`src/hdl/assert_macros.svh`:
```
// Assertion macros shared by the RTL.
// No dependencies; included by files that carry concurrent checks.
`ifndef ASSERT_MACROS_SVH
`define ASSERT_MACROS_SVH

// Implication or plain property, sampled on the rising clock, off during reset.
`define ASSERT_PROP(label, clk, rst_n, prop, msg) \
  label: assert property (@(posedge clk) disable iff (!rst_n) prop) else $error(msg);

// Condition that must never be true.
`define ASSERT_NEVER(label, clk, rst_n, cond, msg) \
  `ASSERT_PROP(label, clk, rst_n, !(cond), msg)

`endif

```
`src/hdl/coap_pkg.sv`:
```
// Types, codes and constants of the CoAP message parser.
// No dependencies; used by all parser modules.
package coap_pkg;

  localparam int unsigned OutqDepth = 4;
  localparam int unsigned OutqAw    = $clog2(OutqDepth);
  localparam int unsigned OutqCw    = $clog2(OutqDepth + 1);

  localparam logic [3:0] MaxTokenLen = 4'd8;
  localparam logic [3:0] NibExt1     = 4'd13;
  localparam logic [3:0] NibExt2     = 4'd14;
  localparam logic [3:0] NibBad      = 4'd15;
  localparam logic [7:0] PayloadMark = 8'hFF;
  localparam logic [1:0] CoapVersion = 2'd1;
  localparam logic [16:0] Ext1Bias   = 17'd13;
  localparam logic [16:0] Ext2Bias   = 17'd269;

  typedef enum logic [1:0] {
    REC_HEADER  = 2'd0,
    REC_OPTION  = 2'd1,
    REC_PAYLOAD = 2'd2,
    REC_END     = 2'd3
  } coap_kind_e;

  typedef enum logic [2:0] {
    ST_OK        = 3'd0,
    ST_TRUNCATED = 3'd1,
    ST_BAD_VER   = 3'd2,
    ST_BAD_TKL   = 3'd3,
    ST_BAD_DELTA = 3'd4,
    ST_BAD_LEN   = 3'd5,
    ST_OVERSIZE  = 3'd6
  } coap_status_e;

  typedef enum logic [3:0] {
    PH_HDR     = 4'd0,
    PH_TOKEN   = 4'd1,
    PH_OPT     = 4'd2,
    PH_DEXT1   = 4'd3,
    PH_DEXT2   = 4'd4,
    PH_LEXT1   = 4'd5,
    PH_LEXT2   = 4'd6,
    PH_VALUE   = 4'd7,
    PH_PAYLOAD = 4'd8,
    PH_SKIP    = 4'd9
  } coap_phase_e;

  typedef struct packed {
    coap_kind_e   record_kind;
    coap_status_e status;
    logic [1:0]   message_type;
    logic [3:0]   token_length;
    logic [7:0]   message_code;
    logic [15:0]  message_id;
    logic [31:0]  option_number;
    logic [16:0]  option_length;
    logic [15:0]  byte_offset;
    logic [15:0]  payload_length;
    logic         last_result;
  } coap_rec_t;

  // Records produced by one byte: zero, one or two, first in rec_a.
  typedef struct packed {
    logic [1:0] num;
    coap_rec_t  rec_a;
    coap_rec_t  rec_b;
  } coap_push_t;

endpackage

```
`src/hdl/coap_if.sv`:
```
// Valid/ready channels of the CoAP message parser: byte input and record output.
// No dependencies.
interface coap_byte_if;
  logic       valid;
  logic       ready;
  logic [7:0] data_byte;
  logic       last_byte;

  modport source (output valid, output data_byte, output last_byte, input ready);
  modport sink (input valid, input data_byte, input last_byte, output ready);
endinterface

interface coap_rec_if;
  logic        valid;
  logic        ready;
  logic [1:0]  record_kind;
  logic [2:0]  status;
  logic [1:0]  message_type;
  logic [3:0]  token_length;
  logic [7:0]  message_code;
  logic [15:0] message_id;
  logic [31:0] option_number;
  logic [16:0] option_length;
  logic [15:0] byte_offset;
  logic [15:0] payload_length;
  logic        last_result;

  modport source (
    output valid, output record_kind, output status, output message_type,
    output token_length, output message_code, output message_id,
    output option_number, output option_length, output byte_offset,
    output payload_length, output last_result, input ready
  );
  modport sink (
    input valid, input record_kind, input status, input message_type,
    input token_length, input message_code, input message_id,
    input option_number, input option_length, input byte_offset,
    input payload_length, input last_result, output ready
  );
endinterface

```
`src/hdl/coap_parse.sv`:
```
// Per-byte parse step: packet state registers and the decode of one byte.
// Depends on coap_pkg.
module coap_byte_step
  import coap_pkg::*;
#(
  parameter logic [3:0] TokenLenMax = MaxTokenLen
) (
  input  logic       clk_i,
  input  logic       rst_ni,
  input  logic       step_i,
  input  logic [7:0] data_byte_i,
  input  logic       last_byte_i,
  output coap_push_t push_o
);

  coap_phase_e  phase_q, phase_d;
  coap_status_e err_q, err_d, end_st;
  logic [15:0]  pos_q, pos_d, pos_p1, off;
  logic [3:0]   tok_q, tok_d, dnib_q, dnib_d, lnib_q, lnib_d;
  logic [23:0]  hdr_q, hdr_d;
  logic [31:0]  sum_q, sum_d;
  logic [16:0]  ext_q, ext_d, vrem_q, vrem_d, vlen_q, vlen_d, cnt;
  logic [15:0]  pst_q, pst_d;
  logic         do_delta, do_len, do_emit, rec_vld;
  coap_rec_t    rec, end_rec;

  always_comb begin
    phase_d  = phase_q;
    err_d    = err_q;
    pos_d    = pos_q;
    tok_d    = tok_q;
    hdr_d    = hdr_q;
    sum_d    = sum_q;
    dnib_d   = dnib_q;
    lnib_d   = lnib_q;
    ext_d    = ext_q;
    vrem_d   = vrem_q;
    vlen_d   = vlen_q;
    pst_d    = pst_q;
    do_delta = 1'b0;
    do_len   = 1'b0;
    do_emit  = 1'b0;
    off      = '0;
    rec_vld  = 1'b0;
    rec      = '0;
    end_rec  = '0;
    end_st   = ST_OK;
    pos_p1   = pos_q + 16'd1;
    cnt      = {1'b0, pos_q} + 17'd1;

    // Saturated byte count: the byte itself is not parsed
    if (pos_q == 16'hFFFF) begin
      if (err_d == ST_OK) err_d = ST_OVERSIZE;
      phase_d = PH_SKIP;
    end else begin
      pos_d = pos_p1;
    end

    case (phase_d)
      PH_HDR: begin
        if (pos_q == 16'd0) begin
          hdr_d[7:0] = data_byte_i;
        end else if (pos_q == 16'd1) begin
          hdr_d[15:8] = data_byte_i;
        end else if (pos_q == 16'd2) begin
          hdr_d[23:16] = data_byte_i;
        end else if (hdr_q[7:6] != CoapVersion) begin
          if (err_d == ST_OK) err_d = ST_BAD_VER;
          phase_d = PH_SKIP;
        end else if (hdr_q[3:0] > TokenLenMax) begin
          if (err_d == ST_OK) err_d = ST_BAD_TKL;
          phase_d = PH_SKIP;
        end else begin
          rec_vld          = 1'b1;
          rec.record_kind  = REC_HEADER;
          rec.message_type = hdr_q[5:4];
          rec.token_length = hdr_q[3:0];
          rec.message_code = hdr_q[15:8];
          rec.message_id   = {hdr_q[23:16], data_byte_i};
          tok_d            = hdr_q[3:0];
          phase_d          = (hdr_q[3:0] != 4'd0) ? PH_TOKEN : PH_OPT;
        end
      end
      PH_TOKEN: begin
        tok_d = tok_q - 4'd1;
        if (tok_d == 4'd0) phase_d = PH_OPT;
      end
      PH_OPT: begin
        if (data_byte_i == PayloadMark) begin
          phase_d = PH_PAYLOAD;
          pst_d   = pos_p1;
          if (!last_byte_i) begin
            rec_vld         = 1'b1;
            rec.record_kind = REC_PAYLOAD;
            rec.byte_offset = pos_p1;
          end
        end else begin
          dnib_d = data_byte_i[7:4];
          lnib_d = data_byte_i[3:0];
          if (dnib_d == NibBad) begin
            if (err_d == ST_OK) err_d = ST_BAD_DELTA;
            phase_d = PH_SKIP;
          end else if (dnib_d >= NibExt1) begin
            phase_d = PH_DEXT1;
          end else begin
            ext_d    = {13'd0, dnib_d};
            do_delta = 1'b1;
          end
        end
      end
      PH_DEXT1: begin
        if (dnib_q == NibExt1) begin
          ext_d    = {9'd0, data_byte_i} + Ext1Bias;
          do_delta = 1'b1;
        end else begin
          ext_d   = {1'b0, data_byte_i, 8'd0};
          phase_d = PH_DEXT2;
        end
      end
      PH_DEXT2: begin
        ext_d    = {1'b0, ext_q[15:8], data_byte_i} + Ext2Bias;
        do_delta = 1'b1;
      end
      PH_LEXT1: begin
        if (lnib_q == NibExt1) begin
          vrem_d = {9'd0, data_byte_i} + Ext1Bias;
          do_len = 1'b1;
        end else begin
          vrem_d  = {1'b0, data_byte_i, 8'd0};
          phase_d = PH_LEXT2;
        end
      end
      PH_LEXT2: begin
        vrem_d = {1'b0, vrem_q[15:8], data_byte_i} + Ext2Bias;
        do_len = 1'b1;
      end
      PH_VALUE: begin
        vrem_d = vrem_q - 17'd1;
        if (vrem_d == 17'd0) begin
          do_emit = 1'b1;
          off     = pos_p1 - vlen_q[15:0];
        end
      end
      default: begin
      end
    endcase

    // Delta finished: now the length nibble
    if (do_delta) begin
      if (lnib_d == NibBad) begin
        if (err_d == ST_OK) err_d = ST_BAD_LEN;
        phase_d = PH_SKIP;
      end else if (lnib_d >= NibExt1) begin
        phase_d = PH_LEXT1;
      end else begin
        vrem_d = {13'd0, lnib_d};
        do_len = 1'b1;
      end
    end

    if (do_len) begin
      vlen_d = vrem_d;
      if (vrem_d == 17'd0) begin
        do_emit = 1'b1;
        off     = pos_p1;
      end else begin
        phase_d = PH_VALUE;
      end
    end

    if (do_emit) begin
      sum_d             = sum_q + {15'd0, ext_d};
      rec_vld           = 1'b1;
      rec.record_kind   = REC_OPTION;
      rec.option_number = sum_d;
      rec.option_length = vlen_d;
      rec.byte_offset   = off;
      phase_d           = PH_OPT;
    end

    if (last_byte_i) begin
      end_st = err_d;
      if (end_st == ST_OK) begin
        if (phase_d == PH_OPT) begin
          end_st = ST_OK;
        end else if (phase_d == PH_PAYLOAD && cnt > {1'b0, pst_d}) begin
          end_st = ST_OK;
        end else begin
          end_st = ST_TRUNCATED;
        end
      end
      end_rec.record_kind = REC_END;
      end_rec.status      = end_st;
      end_rec.last_result = 1'b1;
      if (end_st == ST_OK && phase_d == PH_PAYLOAD) begin
        end_rec.payload_length = cnt[15:0] - pst_d;
      end
      // Next byte opens a new datagram
      phase_d = PH_HDR;
      err_d   = ST_OK;
      pos_d   = '0;
      tok_d   = '0;
      hdr_d   = '0;
      sum_d   = '0;
      dnib_d  = '0;
      lnib_d  = '0;
      ext_d   = '0;
      vrem_d  = '0;
      vlen_d  = '0;
      pst_d   = '0;
    end

    push_o = '0;
    if (step_i) begin
      if (rec_vld && last_byte_i) begin
        push_o.num   = 2'd2;
        push_o.rec_a = rec;
        push_o.rec_b = end_rec;
      end else if (rec_vld) begin
        push_o.num               = 2'd1;
        push_o.rec_a             = rec;
        push_o.rec_a.last_result = 1'b1;
      end else if (last_byte_i) begin
        push_o.num   = 2'd1;
        push_o.rec_a = end_rec;
      end
    end
  end

  always_ff @(posedge clk_i or negedge rst_ni) begin
    if (!rst_ni) begin
      phase_q <= PH_HDR;
      err_q   <= ST_OK;
      pos_q   <= '0;
      tok_q   <= '0;
      hdr_q   <= '0;
      sum_q   <= '0;
      dnib_q  <= '0;
      lnib_q  <= '0;
      ext_q   <= '0;
      vrem_q  <= '0;
      vlen_q  <= '0;
      pst_q   <= '0;
    end else if (step_i) begin
      phase_q <= phase_d;
      err_q   <= err_d;
      pos_q   <= pos_d;
      tok_q   <= tok_d;
      hdr_q   <= hdr_d;
      sum_q   <= sum_d;
      dnib_q  <= dnib_d;
      lnib_q  <= lnib_d;
      ext_q   <= ext_d;
      vrem_q  <= vrem_d;
      vlen_q  <= vlen_d;
      pst_q   <= pst_d;
    end
  end

endmodule

```
`src/hdl/coap_outq.sv`:
```
// Result queue: takes up to two records a cycle, hands out one.
// Depends on coap_pkg.
module coap_outq
  import coap_pkg::*;
(
  input  logic       clk_i,
  input  logic       rst_ni,
  input  coap_push_t push_i,
  output logic       room_o,
  output logic       valid_o,
  input  logic       ready_i,
  output coap_rec_t  rec_o
);

  coap_rec_t         mem_q [OutqDepth];
  logic [OutqAw-1:0] wr_q, wr_d, rd_q, rd_d, wr_p1;
  logic [OutqCw-1:0] cnt_q, cnt_d;
  logic              pop;

  assign valid_o = (cnt_q != '0);
  assign rec_o   = mem_q[rd_q];
  assign pop     = valid_o && ready_i;
  // Room for a worst-case byte, ignoring this cycle's pop
  assign room_o  = (cnt_q <= OutqCw'(OutqDepth - 2));
  assign wr_p1   = wr_q + OutqAw'(1);

  always_comb begin
    wr_d  = wr_q + OutqAw'(push_i.num);
    rd_d  = pop ? rd_q + OutqAw'(1) : rd_q;
    cnt_d = cnt_q + OutqCw'(push_i.num) - OutqCw'(pop);
  end

  always_ff @(posedge clk_i) begin
    if (push_i.num != 2'd0) mem_q[wr_q] <= push_i.rec_a;
    if (push_i.num == 2'd2) mem_q[wr_p1] <= push_i.rec_b;
  end

  always_ff @(posedge clk_i or negedge rst_ni) begin
    if (!rst_ni) begin
      wr_q  <= '0;
      rd_q  <= '0;
      cnt_q <= '0;
    end else begin
      wr_q  <= wr_d;
      rd_q  <= rd_d;
      cnt_q <= cnt_d;
    end
  end

endmodule

```
`src/hdl/coap_message_parser.sv`:
```
// CoAP message parser top level: input register, parse step, result queue.
// Depends on coap_pkg, coap_if, coap_byte_step, coap_outq and assert_macros.svh.
//
//   port      direction  carries
//   in_ch_i   sink       data_byte, last_byte: one datagram byte per item
//   rec_ch_o  source     header, option, payload-start and end records
//
// One byte per cycle sustained; a taken byte is parsed from the input register, and
// its records are offered once they are registered in the result queue.
// A byte yields at most two records; the four-entry result queue needs two free
// slots before the parse step fires, so the rate drops only while rec_ch_o stalls.
// Reset returns the parser to the first header byte and empties the queue.
`include "assert_macros.svh"
module coap_message_parser
  import coap_pkg::*;
#(
  parameter logic [3:0] TokenLenMax = MaxTokenLen
) (
  input  logic clk_i,
  input  logic rst_ni,
  coap_byte_if.sink  in_ch_i,
  coap_rec_if.source rec_ch_o
);

  logic       in_vld_q, in_last_q, in_rdy, room, fire;
  logic [7:0] in_byte_q;
  coap_push_t push;
  coap_rec_t  head;
  logic       pushed, out_vld, out_end, out_bad_st;

  assign fire          = in_vld_q && room;
  assign in_rdy        = !in_vld_q || room;
  assign in_ch_i.ready = in_rdy;

  always_ff @(posedge clk_i or negedge rst_ni) begin
    if (!rst_ni) begin
      in_vld_q <= 1'b0;
    end else if (in_rdy) begin
      in_vld_q <= in_ch_i.valid;
    end
  end

  always_ff @(posedge clk_i) begin
    if (in_ch_i.valid && in_rdy) begin
      in_byte_q <= in_ch_i.data_byte;
      in_last_q <= in_ch_i.last_byte;
    end
  end

  coap_byte_step #(
    .TokenLenMax (TokenLenMax)
  ) u_parse (
    .clk_i       (clk_i),
    .rst_ni      (rst_ni),
    .step_i      (fire),
    .data_byte_i (in_byte_q),
    .last_byte_i (in_last_q),
    .push_o      (push)
  );

  coap_outq u_outq (
    .clk_i   (clk_i),
    .rst_ni  (rst_ni),
    .push_i  (push),
    .room_o  (room),
    .valid_o (rec_ch_o.valid),
    .ready_i (rec_ch_o.ready),
    .rec_o   (head)
  );

  assign rec_ch_o.record_kind    = head.record_kind;
  assign rec_ch_o.status         = head.status;
  assign rec_ch_o.message_type   = head.message_type;
  assign rec_ch_o.token_length   = head.token_length;
  assign rec_ch_o.message_code   = head.message_code;
  assign rec_ch_o.message_id     = head.message_id;
  assign rec_ch_o.option_number  = head.option_number;
  assign rec_ch_o.option_length  = head.option_length;
  assign rec_ch_o.byte_offset    = head.byte_offset;
  assign rec_ch_o.payload_length = head.payload_length;
  assign rec_ch_o.last_result    = head.last_result;

  assign pushed     = (push.num != 2'd0);
  assign out_vld    = rec_ch_o.valid;
  assign out_end    = out_vld && (rec_ch_o.record_kind == REC_END);
  assign out_bad_st = out_vld && (rec_ch_o.record_kind != REC_END) && (rec_ch_o.status != ST_OK);

  `ASSERT_PROP(a_push_only_on_step, clk_i, rst_ni, pushed |-> fire, "records without a byte")
  `ASSERT_PROP(a_push_shows_valid, clk_i, rst_ni, pushed |=> out_vld, "pushed record not visible")
  `ASSERT_PROP(a_end_is_last, clk_i, rst_ni, out_end |-> rec_ch_o.last_result, "end record not last")
  `ASSERT_NEVER(a_status_only_end, clk_i, rst_ni, out_bad_st, "status outside end record")

endmodule

```
`src/flat_wrapper.sv`:
```
// flat-port wrapper written by rule: the top's interface ports become plain ports
module coap_message_parser_flat import coap_pkg::*;
#(
  parameter logic [3:0] TokenLenMax = MaxTokenLen
)
  (clk_i, rst_ni, in_ch_i_valid, in_ch_i_data_byte, in_ch_i_last_byte, in_ch_i_ready, rec_ch_o_valid, rec_ch_o_record_kind, rec_ch_o_status, rec_ch_o_message_type, rec_ch_o_token_length, rec_ch_o_message_code, rec_ch_o_message_id, rec_ch_o_option_number, rec_ch_o_option_length, rec_ch_o_byte_offset, rec_ch_o_payload_length, rec_ch_o_last_result, rec_ch_o_ready);
  coap_byte_if in_ch_i_i ();
  coap_rec_if rec_ch_o_i ();
  input  logic clk_i;
  input  logic rst_ni;
  input wire logic [$bits(in_ch_i_i.valid)-1:0] in_ch_i_valid;
  input wire logic [$bits(in_ch_i_i.data_byte)-1:0] in_ch_i_data_byte;
  input wire logic [$bits(in_ch_i_i.last_byte)-1:0] in_ch_i_last_byte;
  output wire logic [$bits(in_ch_i_i.ready)-1:0] in_ch_i_ready;
  output wire logic [$bits(rec_ch_o_i.valid)-1:0] rec_ch_o_valid;
  output wire logic [$bits(rec_ch_o_i.record_kind)-1:0] rec_ch_o_record_kind;
  output wire logic [$bits(rec_ch_o_i.status)-1:0] rec_ch_o_status;
  output wire logic [$bits(rec_ch_o_i.message_type)-1:0] rec_ch_o_message_type;
  output wire logic [$bits(rec_ch_o_i.token_length)-1:0] rec_ch_o_token_length;
  output wire logic [$bits(rec_ch_o_i.message_code)-1:0] rec_ch_o_message_code;
  output wire logic [$bits(rec_ch_o_i.message_id)-1:0] rec_ch_o_message_id;
  output wire logic [$bits(rec_ch_o_i.option_number)-1:0] rec_ch_o_option_number;
  output wire logic [$bits(rec_ch_o_i.option_length)-1:0] rec_ch_o_option_length;
  output wire logic [$bits(rec_ch_o_i.byte_offset)-1:0] rec_ch_o_byte_offset;
  output wire logic [$bits(rec_ch_o_i.payload_length)-1:0] rec_ch_o_payload_length;
  output wire logic [$bits(rec_ch_o_i.last_result)-1:0] rec_ch_o_last_result;
  input wire logic [$bits(rec_ch_o_i.ready)-1:0] rec_ch_o_ready;
  assign in_ch_i_i.valid = in_ch_i_valid;
  assign in_ch_i_i.data_byte = in_ch_i_data_byte;
  assign in_ch_i_i.last_byte = in_ch_i_last_byte;
  assign in_ch_i_ready = in_ch_i_i.ready;
  assign rec_ch_o_valid = rec_ch_o_i.valid;
  assign rec_ch_o_record_kind = rec_ch_o_i.record_kind;
  assign rec_ch_o_status = rec_ch_o_i.status;
  assign rec_ch_o_message_type = rec_ch_o_i.message_type;
  assign rec_ch_o_token_length = rec_ch_o_i.token_length;
  assign rec_ch_o_message_code = rec_ch_o_i.message_code;
  assign rec_ch_o_message_id = rec_ch_o_i.message_id;
  assign rec_ch_o_option_number = rec_ch_o_i.option_number;
  assign rec_ch_o_option_length = rec_ch_o_i.option_length;
  assign rec_ch_o_byte_offset = rec_ch_o_i.byte_offset;
  assign rec_ch_o_payload_length = rec_ch_o_i.payload_length;
  assign rec_ch_o_last_result = rec_ch_o_i.last_result;
  assign rec_ch_o_i.ready = rec_ch_o_ready;
  coap_message_parser #(.TokenLenMax(TokenLenMax)) u_core (.clk_i(clk_i), .rst_ni(rst_ni), .in_ch_i(in_ch_i_i), .rec_ch_o(rec_ch_o_i));
endmodule
```
`config.mk`:
```
export PLATFORM = sky130hd
export DESIGN_NAME = coap_message_parser_flat
export DESIGN_NICKNAME = d
export VERILOG_FILES = /design/src/hdl/coap_pkg.sv /design/src/hdl/coap_if.sv /design/src/hdl/coap_parse.sv /design/src/hdl/coap_outq.sv /design/src/hdl/coap_message_parser.sv /design/src/flat_wrapper.sv
export VERILOG_INCLUDE_DIRS = /design/src /design/src/hdl
export SDC_FILE = /design/constraint.sdc
export NUM_CORES = 1
export LEC_CHECK = 0
export BUFFER_PORTS_ARGS = -buffer_cell sky130_fd_sc_hd__buf_4
export CORE_MARGIN = 2
export CORE_UTILIZATION = 45
export DETAILED_ROUTE_END_ITERATION = 16
export PLACE_DENSITY = 0.71
export SYNTH_ARGS = -nofsm -noshare
export SYNTH_HDL_FRONTEND = slang
export SYNTH_HIERARCHICAL = 1
export SYNTH_SLANG_ARGS = --single-unit
```
`constraint.sdc`:
```
create_clock -name clk_i -period 12.75 [get_ports clk_i]
set_clock_uncertainty 0.15 [all_clocks]
set_input_delay 2.55 -clock clk_i [delete_from_list [all_inputs] [get_ports clk_i]]
set_output_delay 2.55 -clock clk_i [all_outputs]
set_load 0.02 [all_outputs]
```
==> out/metrics.cfg <==
[routing]
ant_nets=0
via_count=24800
dr.pass1.iters=7
wire_per_inst_um=23.1
drc=0
drtIter0Drc=2385
avgViaCountPerCell=5.96
postRouteWirelength_um=96000

[critical_path]
cpPeakStageDelay_ps=890
path_cells=ha_1 > nand4_1 > or4_1 > nand2b_1 > o221a_2 > mux2_2 > and2_1 > nor2_1 > a21oi_2 > or3_1 > ha_1 > and2_1 > nand4b_1 > buf_4 > buf_4 > mux2_2
cp_slowest_cell=or4_1
critPathLaunchType=flop
worstSetupPathType=flop to flop
cp.required_ps=12960
critPathCaptureType=flop
worstPathMaxFanout=61
crit_arrival_ps=8040

[sta]
clock.fmax_ghz=0.128
setup-violations-final=0
worst_slew_pin_slew_ps=1220
period_share=0.614
slew_viol_final=0
maxSlewHeadroom=0.185
hold_viol=0
tns_ps=0
rsz0062_at_grt=no
fin_crit_ps=7830

[cells_and_area]
antenna_cells=0
syn_to_final_growth_pct=9.79
fin_cells=4160
finalNetCount=3115
seq_area_um2=18500
layout_common_cells=edfxtp_1, mux2_2, nor2_1
mostFrequentLayoutCell=edfxtp_1
final_layout_size_suffix_gt1_frac=0.299
postLayoutCellArea_um2=41000
fillerInstances=7045
multiInputGateArea_um2=17400

[global_route]
track_usage=0.225
antenna_found_initial=1
grt_pass1_vias=25000
grt_first_pass_wirelength_um=150000
overflow=0
grt_max_degree=62

[placed_design]
dpl_cell_area_um2=38800
dp_hpwl_um=62200
place_inst=4035
io_buffer_count=131
gp_congestion=0.999

[cts]
holdBufCountCts=0
cts_buffers=68
cts_resized=0
cts_buffer_depth=3
cts-htree-levels=3
cts_tree=built
clkLatencyLatePin_ps=620
cts_setup_buffers=0
cts.sinks=643
clk_pin_slew_ps=60
clockRootBuffer=clkbuf_16

[yosys]
yosysSeqAreaShare=0.495
syn-mean-instance-area_um2=12.6
yosys_register_bits=643
ys.flop_type=edfxtp_1
synth_area_um2=37400
ys_types=99
syn_inst=2970
async_reset_ff_frac=0.258
synth-edff-count=477
ys_warn_count=6

[floorplan]
initial_core_util=0.455
ioPinCount=132
coreArea_um2=82100
dieArea_um2=85300
die_width_um=292
fp.dieH_um=292
rows=105

[outcome]
status=complete, no violations

[power]
power_per_cell_area_nw_per_um2=202
p_leak_nw=15.7
peakVddDrop_mv=0.101

[job]
cap_violations=0

[worst_hold_path]
hold_path.class=flop to flop

==> path summary, 6_finish.rpt <==
path	from	end	slack [ps]	depth (start not counted)
hold / removal	u_core/u_parse/pst_q[7]$_DFFE_PN0P_	u_core/u_parse/pst_q[7]$_DFFE_PN0P_	340	1
min in group asynchronous	rst_ni	u_core/u_parse/pst_q[14]$_DFFE_PN0P_	1770	1
hold reg to reg	u_core/u_parse/pst_q[7]$_DFFE_PN0P_	u_core/u_parse/pst_q[7]$_DFFE_PN0P_	340	1
max in group asynchronous	rst_ni	u_core/u_parse/sum_q[25]$_DFFE_PN0P_	9330	2
setup reg to reg	u_core/u_parse/pos_q[0]$_DFFE_PN0P_	u_core/u_outq/mem_q[0][113]$_DFFE_PP_	4920	16
setup / recovery	u_core/u_parse/pos_q[0]$_DFFE_PN0P_	u_core/u_outq/mem_q[0][113]$_DFFE_PP_	4920	16
==> synthesized netlist by cell type (6+ instances only) <==
library cell | n | area share
a211o_1 | 6 | 0.0014
a211oi_1 | 15 | 0.0030
a21o_1 | 12 | 0.0024
a21oi_1 | 106 | 0.014
a221o_1 | 6 | 0.0016
a22o_1 | 25 | 0.0059
a22oi_1 | 21 | 0.0042
a31oi_1 | 18 | 0.0030
a32oi_1 | 10 | 0.0023
and2_1 | 45 | 0.0075
and3_1 | 30 | 0.0050
buf_1 | 6 | 0.00060
buf_2 | 62 | 0.0083
buf_4 | 110 | 0.022
buf_6 | 14 | 0.0042
clkbuf_1 | 85 | 0.0085
dfrtp_1 | 166 | 0.11
edfxtp_1 | 477 | 0.38
ha_1 | 63 | 0.021
inv_1 | 73 | 0.0073
mux2_1 | 9 | 0.0027
mux2_2 | 444 | 0.13
mux2_4 | 40 | 0.016
mux2i_1 | 12 | 0.0032
mux4_2 | 117 | 0.071
nand2_1 | 161 | 0.016
nand2b_1 | 22 | 0.0037
nand3_1 | 55 | 0.0074
nand4_1 | 21 | 0.0035
nor2_1 | 190 | 0.019
nor2_2 | 10 | 0.0017
nor2b_1 | 21 | 0.0035
nor3_1 | 55 | 0.0074
nor4_1 | 16 | 0.0027
o211ai_1 | 9 | 0.0018
o21a_1 | 8 | 0.0016
o21ai_0 | 113 | 0.015
o21ai_1 | 18 | 0.0024
o22ai_1 | 21 | 0.0035
o2bb2ai_1 | 35 | 0.0082
o31ai_1 | 8 | 0.0016
or3_1 | 19 | 0.0032
or4_1 | 6 | 0.0012
xnor2_1 | 51 | 0.012
xor2_1 | 41 | 0.0096
==> area by class of cell <==
class	instances	area share
repair buffers	179	0.0329
multi-input cells	2070	0.424
flip-flops and latches	643	0.451
clock buffers	86	0.0439
clock inverters	39	0.00909
well taps	1070	0.0326
inverters	73	0.00668
==> logic make-up after synthesis <==
group / share of synthesized area
AOI/OAI and AO/OA: 0.0906
buffers and inverters: 0.0512
and+or+nand+nor: 0.0922
adders and majority gates: 0.0232
muxes: 0.226
xor gates and xnor gates: 0.0216
other: 0.000100
DFF: 0.495
==> per-stage QoR <==
stage / utilization / total power [mW] / hold WS [ps] / worst slack [ps]
after detailed placement: 0.473 / 6.32 / 323 / 4970
final: 0.499 / 8.27 / 341 / 4920
after global placement: 0.473 / 6.30 / 320 / 5120
after global routing: 0.499 / 8.67 / 355 / 4500
after CTS: 0.499 / 8.31 / 341 / 4930
after floorplan: - / 5.20 / 305 / 2610
==> sequential cells by signal, summed over array words and instances (netlist names), 8 cells and up <==
name,flops
u_core/u_parse/sum_q,32
u_core/u_parse/vlen_q,17
u_core/u_parse/pst_q,16
u_core/u_outq/mem_q,468
u_core/in_byte_q,8
u_core/u_parse/vrem_q,17
u_core/u_parse/hdr_q,24
u_core/u_parse/ext_q,17
u_core/u_parse/pos_q,16
==> critical path: cells and delay by family (launching register included) <==
family	cells	cell delay, ps
AOI/OAI and AO/OA	2	660
buffers and inverters	2	1640
muxes	2	830
and+or+nand+nor	8	3130
DFF	1	520
adders and majority gates	2	610
==> power by group <==
part | internal, mW | total [mW] | switching [mW]
combinational | 1.34 | 3.42 | 2.08
clock | 1.13 | 1.97 | 0.842
sequential | 2.63 | 2.88 | 0.245
==> routing by layer <==
| layer | share of wire | up-vias | GRT usage | routed length [µm] |
|---|---|---|---|---|
| met3 | 0.064 | 207 | 0.0391 | 6130 |
| li1 | - | 11300 | - | - |
| met1 | 0.42 | 12500 | 0.303 | 40700 |
| met5 | 0 | - | 0 | 0 |
| met2 | 0.48 | 869 | 0.367 | 45900 |
| met4 | 0.034 | 0 | 0.0810 | 3250 |
Power figures use the tool's default switching activity.
